<file path="src/hdl/ffha_pkg.sv">
// Shared constants, types and helpers for the first-fit heap allocator.
// No dependencies.
`default_nettype none
package ffha_pkg;

   localparam int HEAP_BYTES     = 1024;
   localparam int GRANULE_BYTES  = 16;
   localparam int NUM_GRAN       = HEAP_BYTES / GRANULE_BYTES;
   localparam int GRAN_W         = $clog2(NUM_GRAN);
   localparam int GSH            = $clog2(GRANULE_BYTES);
   localparam int ADDR_W         = 10;
   localparam int REQ_W          = 10;
   localparam int NEED_W         = REQ_W + 1 - GSH;
   localparam int SPLIT_MIN_GRAN = 3;
   localparam int CMP_W          = ((GRAN_W + 1 > ADDR_W) ? GRAN_W + 1 : ADDR_W) + 2;

   localparam logic CMD_ALLOC = 1'b0;
   localparam logic CMD_FREE  = 1'b1;

   typedef struct packed {
      logic              head;
      logic              used;
      logic [GRAN_W-1:0] size;
   } entry_type;

   typedef struct packed {
      logic              rd_en;
      logic [GRAN_W-1:0] rd_addr;
      logic              wr_en;
      logic [GRAN_W-1:0] wr_addr;
      entry_type         wr_data;
   } tbl_cmd_type;

   // value of an entry that has not been written since reset
   function automatic entry_type reset_entry(input logic [GRAN_W-1:0] idx);
      entry_type e;
      e = '0;
      if (idx == '0) begin
         e.head = 1'b1;
         e.size = GRAN_W'(NUM_GRAN - 1);
      end
      return e;
   endfunction

endpackage
`default_nettype wire

</file>
<file path="src/hdl/ffha_chan_if.sv">
// Valid/ready channel interfaces for allocator command and result items.
// Depends on ffha_pkg.
`default_nettype none
interface ffha_req_if;
   logic                         valid;
   logic                         ready;
   logic                         command;
   logic [ffha_pkg::REQ_W-1:0]   request_size;
   logic [ffha_pkg::ADDR_W-1:0]  free_address;

   modport source (output valid, command, request_size, free_address, input ready);
   modport sink   (input valid, command, request_size, free_address, output ready);
endinterface

interface ffha_rsp_if;
   logic                         valid;
   logic                         ready;
   logic                         ok;
   logic [ffha_pkg::ADDR_W-1:0]  data_address;

   modport source (output valid, ok, data_address, input ready);
   modport sink   (input valid, ok, data_address, output ready);
endinterface
`default_nettype wire

</file>
<file path="src/hdl/ffha_table.sv">
// Block table memory: one entry per granule, one read and one write port,
// registered read data. Unwritten entries read as their reset value.
// Depends on ffha_pkg.
`default_nettype none
module ffha_table (
   input  wire                     clock,
   input  wire                     reset,
   input  ffha_pkg::tbl_cmd_type   cmd,
   output ffha_pkg::entry_type     rd_data
);

   ffha_pkg::entry_type                 table_mem [ffha_pkg::NUM_GRAN];
   logic [ffha_pkg::NUM_GRAN-1:0]       valid_ff;
   logic [ffha_pkg::NUM_GRAN-1:0]       valid_in;
   ffha_pkg::entry_type                 rd_data_ff;

   always_comb begin
      valid_in = valid_ff;
      if (cmd.wr_en) begin
         valid_in[cmd.wr_addr] = 1'b1;
      end
   end

   always_ff @(posedge clock) begin
      if (reset) begin
         valid_ff <= '0;
      end else begin
         valid_ff <= valid_in;
      end
   end

   always_ff @(posedge clock) begin
      if (cmd.wr_en) begin
         table_mem[cmd.wr_addr] <= cmd.wr_data;
      end
   end

   always_ff @(posedge clock) begin
      if (cmd.rd_en) begin
         rd_data_ff <= valid_ff[cmd.rd_addr] ? table_mem[cmd.rd_addr]
                                             : ffha_pkg::reset_entry(cmd.rd_addr);
      end
   end

   assign rd_data = rd_data_ff;

endmodule
`default_nettype wire

</file>
<file path="src/hdl/ffha_ctrl.sv">
// Command sequencer: walks the block list in the table, allocates with
// split, frees with coalescing, and holds the result item register.
// Depends on ffha_pkg and ffha_chan_if.
`default_nettype none
module ffha_ctrl (
   input  wire                     clock,
   input  wire                     reset,
   ffha_req_if.sink                req_ch,
   ffha_rsp_if.source              rsp_ch,
   output ffha_pkg::tbl_cmd_type   tbl_cmd,
   input  ffha_pkg::entry_type     rd_data
);

   localparam int GW = ffha_pkg::GRAN_W;
   localparam int CW = ffha_pkg::CMP_W;
   localparam int NW = ffha_pkg::NEED_W;
   localparam int AW = ffha_pkg::ADDR_W;

   localparam logic [3:0] S_IDLE    = 4'd0;
   localparam logic [3:0] S_A_RD    = 4'd1;
   localparam logic [3:0] S_A_CHK   = 4'd2;
   localparam logic [3:0] S_A_SPLIT = 4'd3;
   localparam logic [3:0] S_F_RD    = 4'd4;
   localparam logic [3:0] S_F_CHK   = 4'd5;
   localparam logic [3:0] S_C_RD    = 4'd6;
   localparam logic [3:0] S_C_G     = 4'd7;
   localparam logic [3:0] S_C_NRD   = 4'd8;
   localparam logic [3:0] S_C_N     = 4'd9;
   localparam logic [3:0] S_C_CLR   = 4'd10;
   localparam logic [3:0] S_DONE    = 4'd11;

   logic [3:0]            state_ff,     state_in;
   logic [GW-1:0]         g_ff,         g_in;
   logic [GW-1:0]         n_ff,         n_in;
   ffha_pkg::entry_type   cur_ff,       cur_in;
   logic [NW-1:0]         need_ff,      need_in;
   logic [GW-1:0]         ng_ff,        ng_in;
   logic [GW-1:0]         rem_ff,       rem_in;
   logic                  ok_ff,        ok_in;
   logic [AW-1:0]         data_ff,      data_in;
   logic                  rsp_valid_ff, rsp_valid_in;
   logic                  rsp_ok_ff,    rsp_ok_in;
   logic [AW-1:0]         rsp_data_ff,  rsp_data_in;

   logic                  req_fire;
   logic [CW-1:0]         g_w, size_w, need_w, next_w, ng_w, cnext_w;
   logic [CW-1:0]         addr_w, gf_w;
   logic                  fit, split_ok;
   ffha_pkg::entry_type   merged;

   assign req_ch.ready = (state_ff == S_IDLE);
   assign req_fire     = req_ch.valid && req_ch.ready;

   assign rsp_ch.valid        = rsp_valid_ff;
   assign rsp_ch.ok           = rsp_ok_ff;
   assign rsp_ch.data_address = rsp_data_ff;

   assign g_w      = CW'(g_ff);
   assign size_w   = CW'(rd_data.size);
   assign need_w   = CW'(need_ff);
   assign next_w   = g_w + CW'(1) + size_w;
   assign ng_w     = g_w + CW'(1) + need_w;
   assign cnext_w  = g_w + CW'(1) + CW'(cur_ff.size);
   assign fit      = !rd_data.used && (size_w >= need_w);
   assign split_ok = (size_w >= need_w + CW'(1 + ffha_pkg::SPLIT_MIN_GRAN))
                     && (ng_w < CW'(ffha_pkg::NUM_GRAN));
   assign addr_w   = CW'(req_ch.free_address);
   assign gf_w     = (addr_w >> ffha_pkg::GSH) - CW'(1);

   always_comb begin
      merged      = cur_ff;
      merged.size = GW'(CW'(cur_ff.size) + CW'(1) + size_w);
   end

   always_comb begin
      state_in     = state_ff;
      g_in         = g_ff;
      n_in         = n_ff;
      cur_in       = cur_ff;
      need_in      = need_ff;
      ng_in        = ng_ff;
      rem_in       = rem_ff;
      ok_in        = ok_ff;
      data_in      = data_ff;
      rsp_valid_in = rsp_valid_ff && !rsp_ch.ready;
      rsp_ok_in    = rsp_ok_ff;
      rsp_data_in  = rsp_data_ff;
      tbl_cmd      = '0;

      unique case (state_ff)
         S_IDLE: begin
            if (req_fire) begin
               ok_in   = 1'b0;
               data_in = '0;
               if (req_ch.command == ffha_pkg::CMD_ALLOC) begin
                  need_in  = NW'((CW'(req_ch.request_size)
                                 + CW'(ffha_pkg::GRANULE_BYTES - 1)) >> ffha_pkg::GSH);
                  g_in     = '0;
                  state_in = S_A_RD;
               end else if ((req_ch.free_address[ffha_pkg::GSH-1:0] == '0)
                            && (addr_w >= CW'(ffha_pkg::GRANULE_BYTES))
                            && (gf_w < CW'(ffha_pkg::NUM_GRAN))) begin
                  g_in     = gf_w[GW-1:0];
                  state_in = S_F_RD;
               end else begin
                  state_in = S_DONE;
               end
            end
         end
         S_A_RD: begin
            tbl_cmd.rd_en   = 1'b1;
            tbl_cmd.rd_addr = g_ff;
            state_in        = S_A_CHK;
         end
         S_A_CHK: begin
            if (!rd_data.head) begin
               state_in = S_DONE;
            end else if (fit) begin
               tbl_cmd.wr_en        = 1'b1;
               tbl_cmd.wr_addr      = g_ff;
               tbl_cmd.wr_data      = rd_data;
               tbl_cmd.wr_data.used = 1'b1;
               if (split_ok) begin
                  tbl_cmd.wr_data.size = GW'(need_w);
               end
               ok_in    = 1'b1;
               data_in  = AW'((g_w + CW'(1)) << ffha_pkg::GSH);
               ng_in    = ng_w[GW-1:0];
               rem_in   = GW'(size_w - need_w - CW'(1));
               state_in = split_ok ? S_A_SPLIT : S_DONE;
            end else if (next_w >= CW'(ffha_pkg::NUM_GRAN)) begin
               state_in = S_DONE;
            end else begin
               g_in     = next_w[GW-1:0];
               state_in = S_A_RD;
            end
         end
         S_A_SPLIT: begin
            tbl_cmd.wr_en        = 1'b1;
            tbl_cmd.wr_addr      = ng_ff;
            tbl_cmd.wr_data.head = 1'b1;
            tbl_cmd.wr_data.used = 1'b0;
            tbl_cmd.wr_data.size = rem_ff;
            state_in             = S_DONE;
         end
         S_F_RD: begin
            tbl_cmd.rd_en   = 1'b1;
            tbl_cmd.rd_addr = g_ff;
            state_in        = S_F_CHK;
         end
         S_F_CHK: begin
            if (rd_data.head && rd_data.used) begin
               tbl_cmd.wr_en        = 1'b1;
               tbl_cmd.wr_addr      = g_ff;
               tbl_cmd.wr_data      = rd_data;
               tbl_cmd.wr_data.used = 1'b0;
               ok_in                = 1'b1;
               g_in                 = '0;
               state_in             = S_C_RD;
            end else begin
               state_in = S_DONE;
            end
         end
         S_C_RD: begin
            tbl_cmd.rd_en   = 1'b1;
            tbl_cmd.rd_addr = g_ff;
            state_in        = S_C_G;
         end
         S_C_G: begin
            cur_in   = rd_data;
            state_in = rd_data.head ? S_C_NRD : S_DONE;
         end
         S_C_NRD: begin
            if (cnext_w >= CW'(ffha_pkg::NUM_GRAN)) begin
               state_in = S_DONE;
            end else begin
               tbl_cmd.rd_en   = 1'b1;
               tbl_cmd.rd_addr = cnext_w[GW-1:0];
               n_in            = cnext_w[GW-1:0];
               state_in        = S_C_N;
            end
         end
         S_C_N: begin
            if (!rd_data.head) begin
               state_in = S_DONE;
            end else if (!cur_ff.used && !rd_data.used) begin
               tbl_cmd.wr_en   = 1'b1;
               tbl_cmd.wr_addr = g_ff;
               tbl_cmd.wr_data = merged;
               cur_in          = merged;
               state_in        = S_C_CLR;
            end else begin
               g_in     = n_ff;
               cur_in   = rd_data;
               state_in = S_C_NRD;
            end
         end
         S_C_CLR: begin
            tbl_cmd.wr_en   = 1'b1;
            tbl_cmd.wr_addr = n_ff;
            tbl_cmd.wr_data = '0;
            state_in        = S_C_NRD;
         end
         S_DONE: begin
            if (!rsp_valid_ff || rsp_ch.ready) begin
               rsp_valid_in = 1'b1;
               rsp_ok_in    = ok_ff;
               rsp_data_in  = data_ff;
               state_in     = S_IDLE;
            end
         end
         default: begin
            state_in = S_IDLE;
         end
      endcase
   end

   always_ff @(posedge clock) begin
      if (reset) begin
         state_ff     <= S_IDLE;
         rsp_valid_ff <= 1'b0;
      end else begin
         state_ff     <= state_in;
         rsp_valid_ff <= rsp_valid_in;
      end
   end

   always_ff @(posedge clock) begin
      g_ff        <= g_in;
      n_ff        <= n_in;
      cur_ff      <= cur_in;
      need_ff     <= need_in;
      ng_ff       <= ng_in;
      rem_ff      <= rem_in;
      ok_ff       <= ok_in;
      data_ff     <= data_in;
      rsp_ok_ff   <= rsp_ok_in;
      rsp_data_ff <= rsp_data_in;
   end

   a_idle_no_access: assert property (@(posedge clock) disable iff (reset)
      (state_ff == S_IDLE) |-> (!tbl_cmd.rd_en && !tbl_cmd.wr_en))
      else $error("table accessed while idle");

   a_no_rw_collision: assert property (@(posedge clock) disable iff (reset)
      (tbl_cmd.rd_en && tbl_cmd.wr_en) |-> (tbl_cmd.rd_addr != tbl_cmd.wr_addr))
      else $error("read and write of the same entry in one cycle");

   a_fail_zero_addr: assert property (@(posedge clock) disable iff (reset)
      (rsp_valid_ff && !rsp_ok_ff) |-> (rsp_data_ff == '0))
      else $error("failed item carries an address");

   a_rsp_from_done: assert property (@(posedge clock) disable iff (reset)
      $rose(rsp_valid_ff) |-> $past(state_ff == S_DONE))
      else $error("result raised outside completion");

endmodule
`default_nettype wire

</file>
<file path="src/hdl/first_fit_heap_allocator.sv">
// First-fit heap allocator over a 1024-byte heap in 16-byte granules, one header
// granule per block. One command item is taken at a time and gives one result item.
// The block list lives in a 64-entry table memory with registered read data;
// each header visited is read, then checked. An allocate walks the list from the
// start to the first fit and may then write a split remainder; a free walks the
// list from the start after marking its block free, merging free neighbours, and a
// walk visits at most 64 headers. The table comes out of reset ready; no clearing pass is needed.
// Depends on ffha_pkg, ffha_chan_if, ffha_table and ffha_ctrl.
`default_nettype none
module first_fit_heap_allocator (
   input  wire          clock,
   input  wire          reset,
   ffha_req_if.sink     req_ch,
   ffha_rsp_if.source   rsp_ch
);

   ffha_pkg::tbl_cmd_type  tbl_cmd;
   ffha_pkg::entry_type    rd_data;

   ffha_ctrl u_ctrl (
      .clock   (clock),
      .reset   (reset),
      .req_ch  (req_ch),
      .rsp_ch  (rsp_ch),
      .tbl_cmd (tbl_cmd),
      .rd_data (rd_data)
   );

   ffha_table u_table (
      .clock   (clock),
      .reset   (reset),
      .cmd     (tbl_cmd),
      .rd_data (rd_data)
   );

endmodule
`default_nettype wire
</file>
<file path="src/flat_wrapper.sv">
// flat-port wrapper written by rule: the top's interface ports become plain ports
module first_fit_heap_allocator_flat 
  (clock, reset, req_ch_valid, req_ch_command, req_ch_request_size, req_ch_free_address, req_ch_ready, rsp_ch_valid, rsp_ch_ok, rsp_ch_data_address, rsp_ch_ready);
  ffha_req_if req_ch_i ();
  ffha_rsp_if rsp_ch_i ();
  input  wire clock;
  input  wire reset;
  input wire logic [$bits(req_ch_i.valid)-1:0] req_ch_valid;
  input wire logic [$bits(req_ch_i.command)-1:0] req_ch_command;
  input wire logic [$bits(req_ch_i.request_size)-1:0] req_ch_request_size;
  input wire logic [$bits(req_ch_i.free_address)-1:0] req_ch_free_address;
  output wire logic [$bits(req_ch_i.ready)-1:0] req_ch_ready;
  output wire logic [$bits(rsp_ch_i.valid)-1:0] rsp_ch_valid;
  output wire logic [$bits(rsp_ch_i.ok)-1:0] rsp_ch_ok;
  output wire logic [$bits(rsp_ch_i.data_address)-1:0] rsp_ch_data_address;
  input wire logic [$bits(rsp_ch_i.ready)-1:0] rsp_ch_ready;
  assign req_ch_i.valid = req_ch_valid;
  assign req_ch_i.command = req_ch_command;
  assign req_ch_i.request_size = req_ch_request_size;
  assign req_ch_i.free_address = req_ch_free_address;
  assign req_ch_ready = req_ch_i.ready;
  assign rsp_ch_valid = rsp_ch_i.valid;
  assign rsp_ch_ok = rsp_ch_i.ok;
  assign rsp_ch_data_address = rsp_ch_i.data_address;
  assign rsp_ch_i.ready = rsp_ch_ready;
  first_fit_heap_allocator u_core (.clock(clock), .reset(reset), .req_ch(req_ch_i), .rsp_ch(rsp_ch_i));
endmodule
</file>
<file path="config.mk">
export PLATFORM = sky130hd
export DESIGN_NAME = first_fit_heap_allocator_flat
export DESIGN_NICKNAME = d
export VERILOG_FILES = /design/src/hdl/ffha_pkg.sv /design/src/hdl/ffha_chan_if.sv /design/src/hdl/ffha_table.sv /design/src/hdl/ffha_ctrl.sv /design/src/hdl/first_fit_heap_allocator.sv /design/src/flat_wrapper.sv
export SDC_FILE = /design/constraint.sdc
export NUM_CORES = 1
export LEC_CHECK = 0
export ABC_CLOCK_PERIOD_IN_PS = 6650
export CORE_MARGIN = 4
export CORE_UTILIZATION = 35
export DETAILED_ROUTE_END_ITERATION = 6
export DONT_BUFFER_PORTS = 1
export PLACE_DENSITY = 0.55
export SYNTH_ARGS = -nofsm -noshare
export SYNTH_HDL_FRONTEND = slang
export SYNTH_HIERARCHICAL = 1
export SYNTH_SLANG_ARGS = --single-unit
</file>
<file path="constraint.sdc">
create_clock -name clock -period 6.65 [get_ports clock]
set_input_delay 1.995 -clock clock [delete_from_list [all_inputs] [get_ports clock]]
set_output_delay 1.995 -clock clock [all_outputs]
set_load 0.01 [all_outputs]
</file>
**After elaboration in Yosys (flattened, before gate mapping)**

Memory sizes are Yosys's and may differ from the RTL's.
Cells that the tools add are included.
Widths: inputs -> output; s select.

- Bits in registers: 138
- RAM bits: 512
- Input port bits: 25
- Output and inout bits: 13
- Word-level logic and storage cells: 152
- Memories kept: 1

- $add $sub $neg: 11
- Magnitude comparators: 10
- Equal/unequal tests: 21
- Mux-type cells: 56
- Bitwise operators: 3
- Reductions and logical operators: 32

Memories:

| memory | words | width | read ports | clocked after memory_dff | write ports | RTL line | text |
|---|---|---|---|---|---|---|---|
| u_core.u_table.table_mem | 64 | 8 | 1 | 0 | 1 | ffha_table.sv:12 | `ffha_pkg::entry_type table_mem [ffha_pkg::NUM_GRAN];` |

Operators with widths:

| cell | count |
|---|---|
| $mux 15 | 5 |
| $pmux 15 s5 | 1 |
| $mux 6 | 11 |
| $or 64x64->64 | 1 |
| $pmux 4 s12 | 1 |
| $mux 4 | 9 |
| $mux 10 | 3 |
| $add 12x6->12 | 2 |
| $ge 12x7->1 const B | 2 |
| $lt 12x7->1 const B | 2 |
| $mux 8 | 3 |
| $pmux 6 s4 | 1 |
| $pmux 10 s2 | 1 |
| $eq 4x3->1 const B | 4 |
| $eq 4x4->1 const B | 4 |
| $ne 2x2->1 const B | 8 |
| $pmux 8 s2 | 1 |
| $lt 6x7->1 const B | 2 |
| $pmux 7 s2 | 1 |
| $add 10x4->11 const B | 1 |
| $mux 1 | 11 |
| $ge 10x5->1 const B | 1 |
| $logic_and 1x1->1 | 9 |
| $reduce_and 3->1 | 3 |
| 33 further kinds | 46 |

**Depth between registers and ports, before layout**

Gate-level depths: netlist (run 1).

- Depth in word-level cells: 13
- Mapped depth: 22
- Mapped depth without buffers: 16

**By module**

The synthesis (run 1) kept the hierarchy.

By module, submodules not included:

| module | times used | cells each | area an instance (um^2) |
|---|---|---|---|
| ffha_table | 1 | 1175 | 22655.5 |
| ffha_ctrl | 1 | 466 | 4470.5 |

**Worst setup path after synthesis (run 1)**

OpenSTA, ideal clock, no wires.

- Path kind: reg-to-reg
- From: reg u_core.u_ctrl.g_ff[0]
- To: mem u_core/u_table/table_mem[0][5] in the netlist's numbering, data pin
- Setup time: 702 ps
- Arrival: 4830 ps
- Required time: 5948 ps
- Setup slack: 1118 ps
- Stages on the path, launching flop included: 9
- Clock period less this slack: 5532 ps
- Cell sequence: edfxtp_1 -> ha_1 -> fa_1 -> a211oi_1 -> o21bai_1 -> o2bb2ai_1 -> nand4b_2 -> mux2i_1 -> o21ai_0

RTL lines:

| what | RTL line | text |
|---|---|---|
| start, declared | ffha_ctrl.sv:33 | `logic [GW-1:0] g_ff, g_in;` |
| start signal, assigned | ffha_ctrl.sv:229 | `g_ff <= g_in;` |
| end, declared | ffha_table.sv:12 |  |

==> flow_summary.json, run 1 <==
{
  "status": "complete, but fails checks",
  "failed_checks": "design-rule violations",
  "drv_cap": 0,
  "leading_cell_types_by_count_after_synthesis": "573 x sky130_fd_sc_hd__edfxtp_1, 241 x sky130_fd_sc_hd__nor2_1, 143 x sky130_fd_sc_hd__mux4_2, 69 x sky130_fd_sc_hd__dfxtp_1, 60 x sky130_fd_sc_hd__mux2i_1",
  "cpLargestDelayFamily": "compound AO/OA/AOI/OAI gates",
  "avgViaCountPerCell": 5.41,
  "grt_pass1_vias": 15000,
  "track_usage_pct": 16.5,
  "worst_pin_slew_ns": 1.16,
  "comb_power_share_pct": 30.9,
  "highest_cell_delay_on_the_worst_timing_path_ns": 0.70,
  "grt_start_max_net_pins": 73,
  "largest_driver_fanout_on_the_critical_path": 48,
  "synth_most_common_cell": "sky130_fd_sc_hd__edfxtp_1",
  "critPathBufInv": 1,
  "post-route-worst-setup-slack_ns": 1.12,
  "whs_ns": 0.411,
  "netlist-cell-type-count": 77,
  "postCtsSetupBuffers": 0,
  "maxClockFrequency_ghz": 0.181,
  "cts_hold_buf": 0,
  "post_drt_wl_per_cell_um": 24.6,
  "netlist_area_um2": 27100,
  "finalMaxSlewViolations": 0,
  "internal_power_mw": 8.79,
  "cts.root.buffer_cell": "sky130_fd_sc_hd__clkbuf_16",
  "timing.reg2reg.setup_slack_ns": 1.12,
  "drt_iter0_drc": 1502,
  "final.setup_skew_ns": 0.0300,
  "synthCells": 1641,
  "ys_seq_elements": 642,
  "wl_mm": 67.8,
  "clock_tree.buffer_depth": 3,
  "async_reset_ff_share_pct": 0,
  "place_congestion": 0.848,
  "timing.critical_path.cells": "ha_1 -> xor2_1 -> ha_1 -> o21ai_0 -> o21bai_1 -> a211oi_2 -> mux2i_1 -> nor3_4 -> a22o_4 -> buf_4 -> mux4_2 -> mux4_2 -> mux2i_1 -> o22ai_1",
  "yosys_warnings": 6,
  "placedInstanceArea_um2": 28400,
  "yosys.area.top_type_share_pct": 63.4,
  "yosysSeqAreaShare_pct": 68.5,
  "placement_rows": 101,
  "relative_max_transition_margin_pct": 22.7,
  "grt_setup_unrepaired": "false",
  "min_period_over_period_pct": 83.2,
  "main_synth_ff_type": "sky130_fd_sc_hd__edfxtp_1",
  "clk_latency_ns": 0.61,
  "timing.final.crit_period_ns": 5.53,
  "power_mw": 12.9,
  "setup.worst_path.end_class": "register",
  "cellLeakagePower_nw": 9.86,
  "insertedDiodeCount": 0,
  "worstSetupPathType": "reg2reg",
  "start_util_pct": 35.5,
  "postLayoutCoreUtil_pct": 40.3,
  "cp-start-kind": "register",
  "cell_area_after_layout_um2": 30800,
  "chipHeight_um": 286,
  "floorplan.die_area_um2": 82000,
  "route.vias.total": 14900,
  "antenna_violating_nets_post_route": 0,
  "place.port_buffers": 0,
  "placement.setup.worst_slack_ns": 1.13,
  "netSwitchingFraction_pct": 31.9,
  "clock_pin_slew_of_the_registers_on_the_worst_case_setup_and_hold_paths_ns": 0.07,
  "io-pin-count": 38,
  "clock_power_share_pct": 30.8,
  "horiz_die_dim_um": 286,
  "total_switching_power_mw": 4.11,
  "h-tree-depth": 3,
  "netlist_top_cells_area": "sky130_fd_sc_hd__edfxtp_1 63%, sky130_fd_sc_hd__mux4_2 12%, sky130_fd_sc_hd__dfxtp_1 5.1%, sky130_fd_sc_hd__nor2_1 3.3%, sky130_fd_sc_hd__mux2i_1 2.2%",
  "fin_cells": 2760,
  "placedCellCount": 2633,
  "fin_tns_setup_ns": 0,
  "initial_antenna_violation_count": 1,
  "detail_route.first_pass.iterations": 7,
  "final_layout_size_suffix_gt1_share_pct": 18.4,
  "synth_top_area_cell": "sky130_fd_sc_hd__edfxtp_1",
  "dp_hpwl_mm": 43.9,
  "critPathSlowestCell": "sky130_fd_sc_hd__a22o_4",
  "cts_resized": 0,
  "grt_pass1_wl_mm": 101,
  "timing.final.setup_violations": 0,
  "syn-mean-instance-area_um2": 16.5,
  "worst_hold_path_type": "reg2reg",
  "cts_sinks": 642,
  "number_of_enable_flip_flop_cells_after_synthesis": 573,
  "area.growth.synth_to_final_pct": 13.5,
  "residual_drc_count": 10,
  "placeableCoreArea_um2": 76300,
  "cts_made_buffers": 69,
  "globalRoute.totalOverflow": 0,
  "hold_viol_final": 0,
  "worst_ir_drop_vdd_uv": 269,
  "share_seq_of_total_power_pct": 38.3,
  "arrival_ns": 5.88,
  "power.density_cell_area_nw_per_um2": 419,
  "nets": 1742,
  "critPathRequiredTime_ns": 7.00,
  "tritoncts": "done"
}
## layout make-up
class / count / area [um2]
timing repair buffer: 39 / 343
fill: 6904 / 45500
sequential: 642 / 18600
clock inverter: 29 / 373
clock buffer: 98 / 2000
inverter: 38 / 143
tap: 1030 / 1290
multi-input combinational: 884 / 8050
## logic make-up (layout without fill, tap and decap cells)
family	count (synthesis)	in the layout	synth area share [%]
simple gates	404	404	6.67
flops	642	642	68.5
compound gates	188	188	4.86
xor+xnor	33	33	1.12
fa+ha+maj	43	43	2.12
mux	212	212	14.5
other cells	1	4	0.0138
buf+inv	118	204	2.20
## worst paths after layout
path	start	to	cells after the start
worst min register to register	u_core/u_ctrl/data_ff[6]$_SDFFCE_PN0P_	u_core/u_ctrl/rsp_ch.data_address[6]$_DFFE_PP_	0
worst min-delay path	u_core/u_ctrl/data_ff[6]$_SDFFCE_PN0P_	u_core/u_ctrl/rsp_ch.data_address[6]$_DFFE_PP_	0
worst max-delay path	u_core/u_ctrl/g_ff[0]$_DFFE_PP_	u_core/u_table/rd_data[6]$_SDFFCE_PN0P_	14
worst max register to register	u_core/u_ctrl/g_ff[0]$_DFFE_PP_	u_core/u_table/rd_data[6]$_SDFFCE_PN0P_	14
## state kept, by name, summed over array words and instances (netlist names), 6 cells and up
name / flops
u_core/u_ctrl/g_ff: 6
u_core/u_ctrl/rsp_ch.data_address: 6
u_core/u_ctrl/n_ff: 6
u_core/u_ctrl/cur_ff: 8
u_core/u_ctrl/need_ff: 7
u_core/u_ctrl/rem_ff: 6
u_core/u_table/rd_data: 8
u_core/u_ctrl/ng_ff: 6
u_core/u_ctrl/data_ff: 6
u_core/u_table/table_mem: 512
u_core/u_table/valid_ff: 64
## cells in the final DEF (no fill, tap or decap), types with 7 or more instances in the layout
| master | count |
|---|---|
| sky130_fd_sc_hd__clkbuf_16 | 74 |
| sky130_fd_sc_hd__a211oi_1 | 20 |
| sky130_fd_sc_hd__clkbuf_1 | 18 |
| sky130_fd_sc_hd__o211ai_1 | 7 |
| sky130_fd_sc_hd__buf_4 | 35 |
| sky130_fd_sc_hd__dfxtp_1 | 69 |
| sky130_fd_sc_hd__nor2_1 | 241 |
| sky130_fd_sc_hd__xor2_1 | 10 |
| sky130_fd_sc_hd__nand4_1 | 10 |
| sky130_fd_sc_hd__mux2i_1 | 60 |
| sky130_fd_sc_hd__bufinv_16 | 8 |
| sky130_fd_sc_hd__nor3_1 | 10 |
| sky130_fd_sc_hd__nor2b_1 | 19 |
| sky130_fd_sc_hd__mux4_2 | 143 |
| sky130_fd_sc_hd__o22ai_1 | 13 |
| sky130_fd_sc_hd__and2_1 | 9 |
| sky130_fd_sc_hd__nand2_1 | 58 |
| sky130_fd_sc_hd__o21a_1 | 10 |
| sky130_fd_sc_hd__edfxtp_1 | 573 |
| sky130_fd_sc_hd__a22oi_1 | 17 |
| sky130_fd_sc_hd__a21o_1 | 12 |
| sky130_fd_sc_hd__o21ai_0 | 19 |
| sky130_fd_sc_hd__inv_1 | 36 |
| sky130_fd_sc_hd__nand2b_1 | 10 |
| sky130_fd_sc_hd__a21oi_1 | 26 |
| sky130_fd_sc_hd__ha_1 | 38 |
| sky130_fd_sc_hd__clkinv_2 | 11 |
| sky130_fd_sc_hd__xnor2_1 | 22 |
| sky130_fd_sc_hd__nand3_1 | 19 |
## power by group through the flow
stage / logic, mW / clock network [mW] / registers (mW)
2_1_floorplan: 2.90 / 0 / 4.88
5_1_grt: 4.30 / 4.25 / 4.95
3_5_place_dp: 3.98 / 0 / 5.02
3_3_place_gp: 3.92 / 0 / 5.01
4_1_cts: 3.99 / 4.07 / 4.94
6_report: 3.98 / 3.98 / 4.94
## metal layers
metal  wire [um]  part of all wire [%]  vias up  GRT usage, %
met1       28700                    42     7776          22.4
li1            -                     -     6483             -
met4        2060                   3.0        2          5.85
met5          16                 0.024        -             0
met3        4150                   6.1      121          2.94
met2       32800                    48      543          26.9
No activity file was read; power rests on OpenSTA's default activity.
==> run 2: changes to the inputs <==
--- a/config.mk
+++ b/config.mk
@@ -5,7 +5,7 @@
 export SDC_FILE = /design/constraint.sdc
 export NUM_CORES = 1
 export LEC_CHECK = 0
-export ABC_CLOCK_PERIOD_IN_PS = 6650
+export ABC_CLOCK_PERIOD_IN_PS = 5100
 export CORE_MARGIN = 4
 export CORE_UTILIZATION = 35
 export DETAILED_ROUTE_END_ITERATION = 6
==> constraint.sdc (replaced) <==
create_clock -name clock -period 5.1 [get_ports clock]
set_input_delay 1.53 -clock clock [delete_from_list [all_inputs] [get_ports clock]]
set_output_delay 1.53 -clock clock [all_outputs]
set_load 0.01 [all_outputs]
==> run 2 against run 1 <==
Effect of this change:
- the run now ends clean
- hold slack improved by 0.0067 ns
- clock skew fell by 0.0028 ns
- final cell count rose by 3.9%
- critical path depth rose by 5
- die area did not move
- setup slack got worse by 0.96 ns
- register-to-register slack got worse by 0.96 ns
- count of clock-buffer cells in the layout fell by 2
- routed wire length rose by 2.3%
- critical endpoint is now u_core/u_table/rd_data[5]$_DFFE_PP_
- largest power group unchanged
==> flow_summary.json, run 2 (synthesis results as in run 1) <==
{
  "status": "completed",
  "final.setup_skew_ns": 0.0272,
  "dp_hpwl_mm": 44.4,
  "relative_max_transition_margin_pct": 15.3,
  "io-pin-count": 38,
  "place.port_buffers": 0,
  "clock_tree.buffer_depth": 3,
  "largest_reg_flops": 512,
  "worst_hold_path_type": "reg2reg",
  "min_period_over_period_pct": 97.0,
  "cp-start-kind": "register",
  "num-fill-cells": 6879,
  "setup.worst_path.end_class": "register",
  "detail_route.first_pass.iterations": 5,
  "reg.largest.list": "u_core/u_table/table_mem x512, u_core/u_table/valid_ff x64",
  "placeableCoreArea_um2": 76300,
  "timing.final.setup_violations": 0,
  "initial_antenna_violation_count": 0,
  "largest_driver_fanout_on_the_critical_path": 27,
  "critPathRequiredTime_ns": 5.45,
  "post-route-worst-setup-slack_ns": 0.155,
  "timing.final.crit_period_ns": 4.95,
  "final_layout_size_suffix_gt1_share_pct": 22.8,
  "clock_pin_slew_of_the_registers_on_the_worst_case_setup_and_hold_paths_ns": 0.06,
  "worst_ir_drop_vdd_uv": 260,
  "h-tree-depth": 3,
  "grt_pass1_vias": 15100,
  "grt_pass1_wl_mm": 102,
  "power_mw": 16.8,
  "placement_rows": 101,
  "placedInstanceArea_um2": 29300,
  "cts_sinks": 642,
  "power.density_cell_area_nw_per_um2": 534,
  "grt_start_max_net_pins": 70,
  "floorplan.die_area_um2": 82000,
  "avgViaCountPerCell": 5.32,
  "cellLeakagePower_nw": 10.3,
  "worstSetupPathType": "reg2reg",
  "cell_area_after_layout_um2": 31500,
  "place_congestion": 0.873,
  "post_drt_wl_per_cell_um": 24.2,
  "track_usage_pct": 16.7,
  "hold_viol_final": 0,
  "multi_input_comb_area_um2": 8080,
  "tritoncts": "done",
  "insertedDiodeCount": 0,
  "chipHeight_um": 286,
  "route.vias.total": 15300,
  "residual_drc_count": 0,
  "placement.setup.worst_slack_ns": 0.152,
  "start_util_pct": 35.5,
  "max_flop_register": "u_core/u_table/table_mem",
  "cts.root.buffer_cell": "sky130_fd_sc_hd__clkbuf_16",
  "finalMaxSlewViolations": 0,
  "most_common_cell_after_layout_fill_and_taps_aside": "sky130_fd_sc_hd__edfxtp_1",
  "drv_cap": 0,
  "cts_made_buffers": 70,
  "hold_path_startpoint": "u_core/u_ctrl/data_ff[6]$_SDFFCE_PN0P_",
  "antenna_violating_nets_post_route": 0,
  "worst_pin_slew_ns": 1.26,
  "maxClockFrequency_ghz": 0.202,
  "arrival_ns": 5.30,
  "ff_latch_area_um2": 18600,
  "crit-reg2reg-launch": "u_core/u_ctrl/g_ff[0]$_DFFE_PP_",
  "layout_common_cells": "573 x sky130_fd_sc_hd__edfxtp_1, 241 x sky130_fd_sc_hd__nor2_1, 143 x sky130_fd_sc_hd__mux4_2, 139 x sky130_fd_sc_hd__buf_4, 71 x sky130_fd_sc_hd__clkbuf_16",
  "globalRoute.totalOverflow": 0,
  "wl_mm": 69.3,
  "whs_ns": 0.418,
  "area.growth.synth_to_final_pct": 16.1,
  "horiz_die_dim_um": 286,
  "drt_iter0_drc": 1544,
  "nets": 1852,
  "worst_setup_path_startpoint": "u_core/u_ctrl/g_ff[0]$_DFFE_PP_",
  "cts_hold_buf": 0,
  "clk_latency_ns": 0.61
}
run 2: repair_timing:
item                       CTS  global route
setup buffers                0             3
setup endpoints to repair    0             7
gates resized for setup      0             3
hold endpoints to repair     0             0
run 2: routing by layer:
| layer | global-route usage, % | part of all wire (%) | vias to the layer above | wire (um) |
|---|---|---|---|---|
| li1 | - | - | 6728 | - |
| met1 | 23.4 | 44 | 7948 | 30900 |
| met2 | 27.0 | 48 | 500 | 33300 |
| met3 | 2.57 | 5.3 | 96 | 3660 |
| met4 | 4.79 | 2.2 | 0 | 1550 |
| met5 | 0 | 0 | - | 0 |
run 2: area by class of cell:
cell class | instances | share of cell area (%)
sequential | 642 | 59.0
multi-input combinational | 885 | 25.7
clock buffer | 96 | 6.07
tap | 1030 | 4.09
timing repair buffer | 147 | 3.82
clock inverter | 31 | 0.890
inverter | 38 | 0.453
run 2: critical path, stage by stage (launching register included):
cell and delay (ns):
sky130_fd_sc_hd__edfxtp_1 0.36, sky130_fd_sc_hd__ha_2 0.21, sky130_fd_sc_hd__nand3_1 0.12, sky130_fd_sc_hd__xnor2_1 0.31
sky130_fd_sc_hd__ha_1 0.36, sky130_fd_sc_hd__nand3_1 0.12, sky130_fd_sc_hd__nand2_1 0.05, sky130_fd_sc_hd__a41oi_1 0.24
sky130_fd_sc_hd__mux2i_1 0.19, sky130_fd_sc_hd__nor3_4 0.36, sky130_fd_sc_hd__a22o_4 0.28, sky130_fd_sc_hd__buf_12 0.28
sky130_fd_sc_hd__buf_12 0.25, sky130_fd_sc_hd__mux4_2 0.56, sky130_fd_sc_hd__mux2i_1 0.31, sky130_fd_sc_hd__a211oi_1 0.14
sky130_fd_sc_hd__buf_4 0.17, sky130_fd_sc_hd__o21a_1 0.11, sky130_fd_sc_hd__a21oi_2 0.11, sky130_fd_sc_hd__mux2i_1 0.08
run 2: power by group:
| part | switching [mW] | internal (mW) | total (mW) | leakage (nW) |
|---|---|---|---|---|
| sequential | 0.210 | 6.15 | 6.36 | 5.71 |
| clock | 2.05 | 2.84 | 4.89 | 1.06 |
| combinational | 3.17 | 2.40 | 5.57 | 3.57 |
| total | 5.43 | 11.4 | 16.8 | 10.3 |
run 2: final timing paths:
path	cells past startpoint	slack, ns	to
worst max-delay path	19	0.15	u_core/u_table/rd_data[5]$_DFFE_PP_
worst min register to register	0	0.42	u_core/u_ctrl/rsp_ch.data_address[6]$_DFFE_PP_
worst min-delay path	0	0.42	u_core/u_ctrl/rsp_ch.data_address[6]$_DFFE_PP_
worst max register to register	19	0.15	u_core/u_table/rd_data[5]$_DFFE_PP_
run 2: through the flow:
stage	cells	setup TNS, ns	utilization, %
after floorplan	1644	0	-
after global placement	2738	0	38.3
final	2869	0	41.3
after detailed placement	2738	0	38.3
after CTS	2865	0	41.2
after global routing	2869	-0.0702	41.3
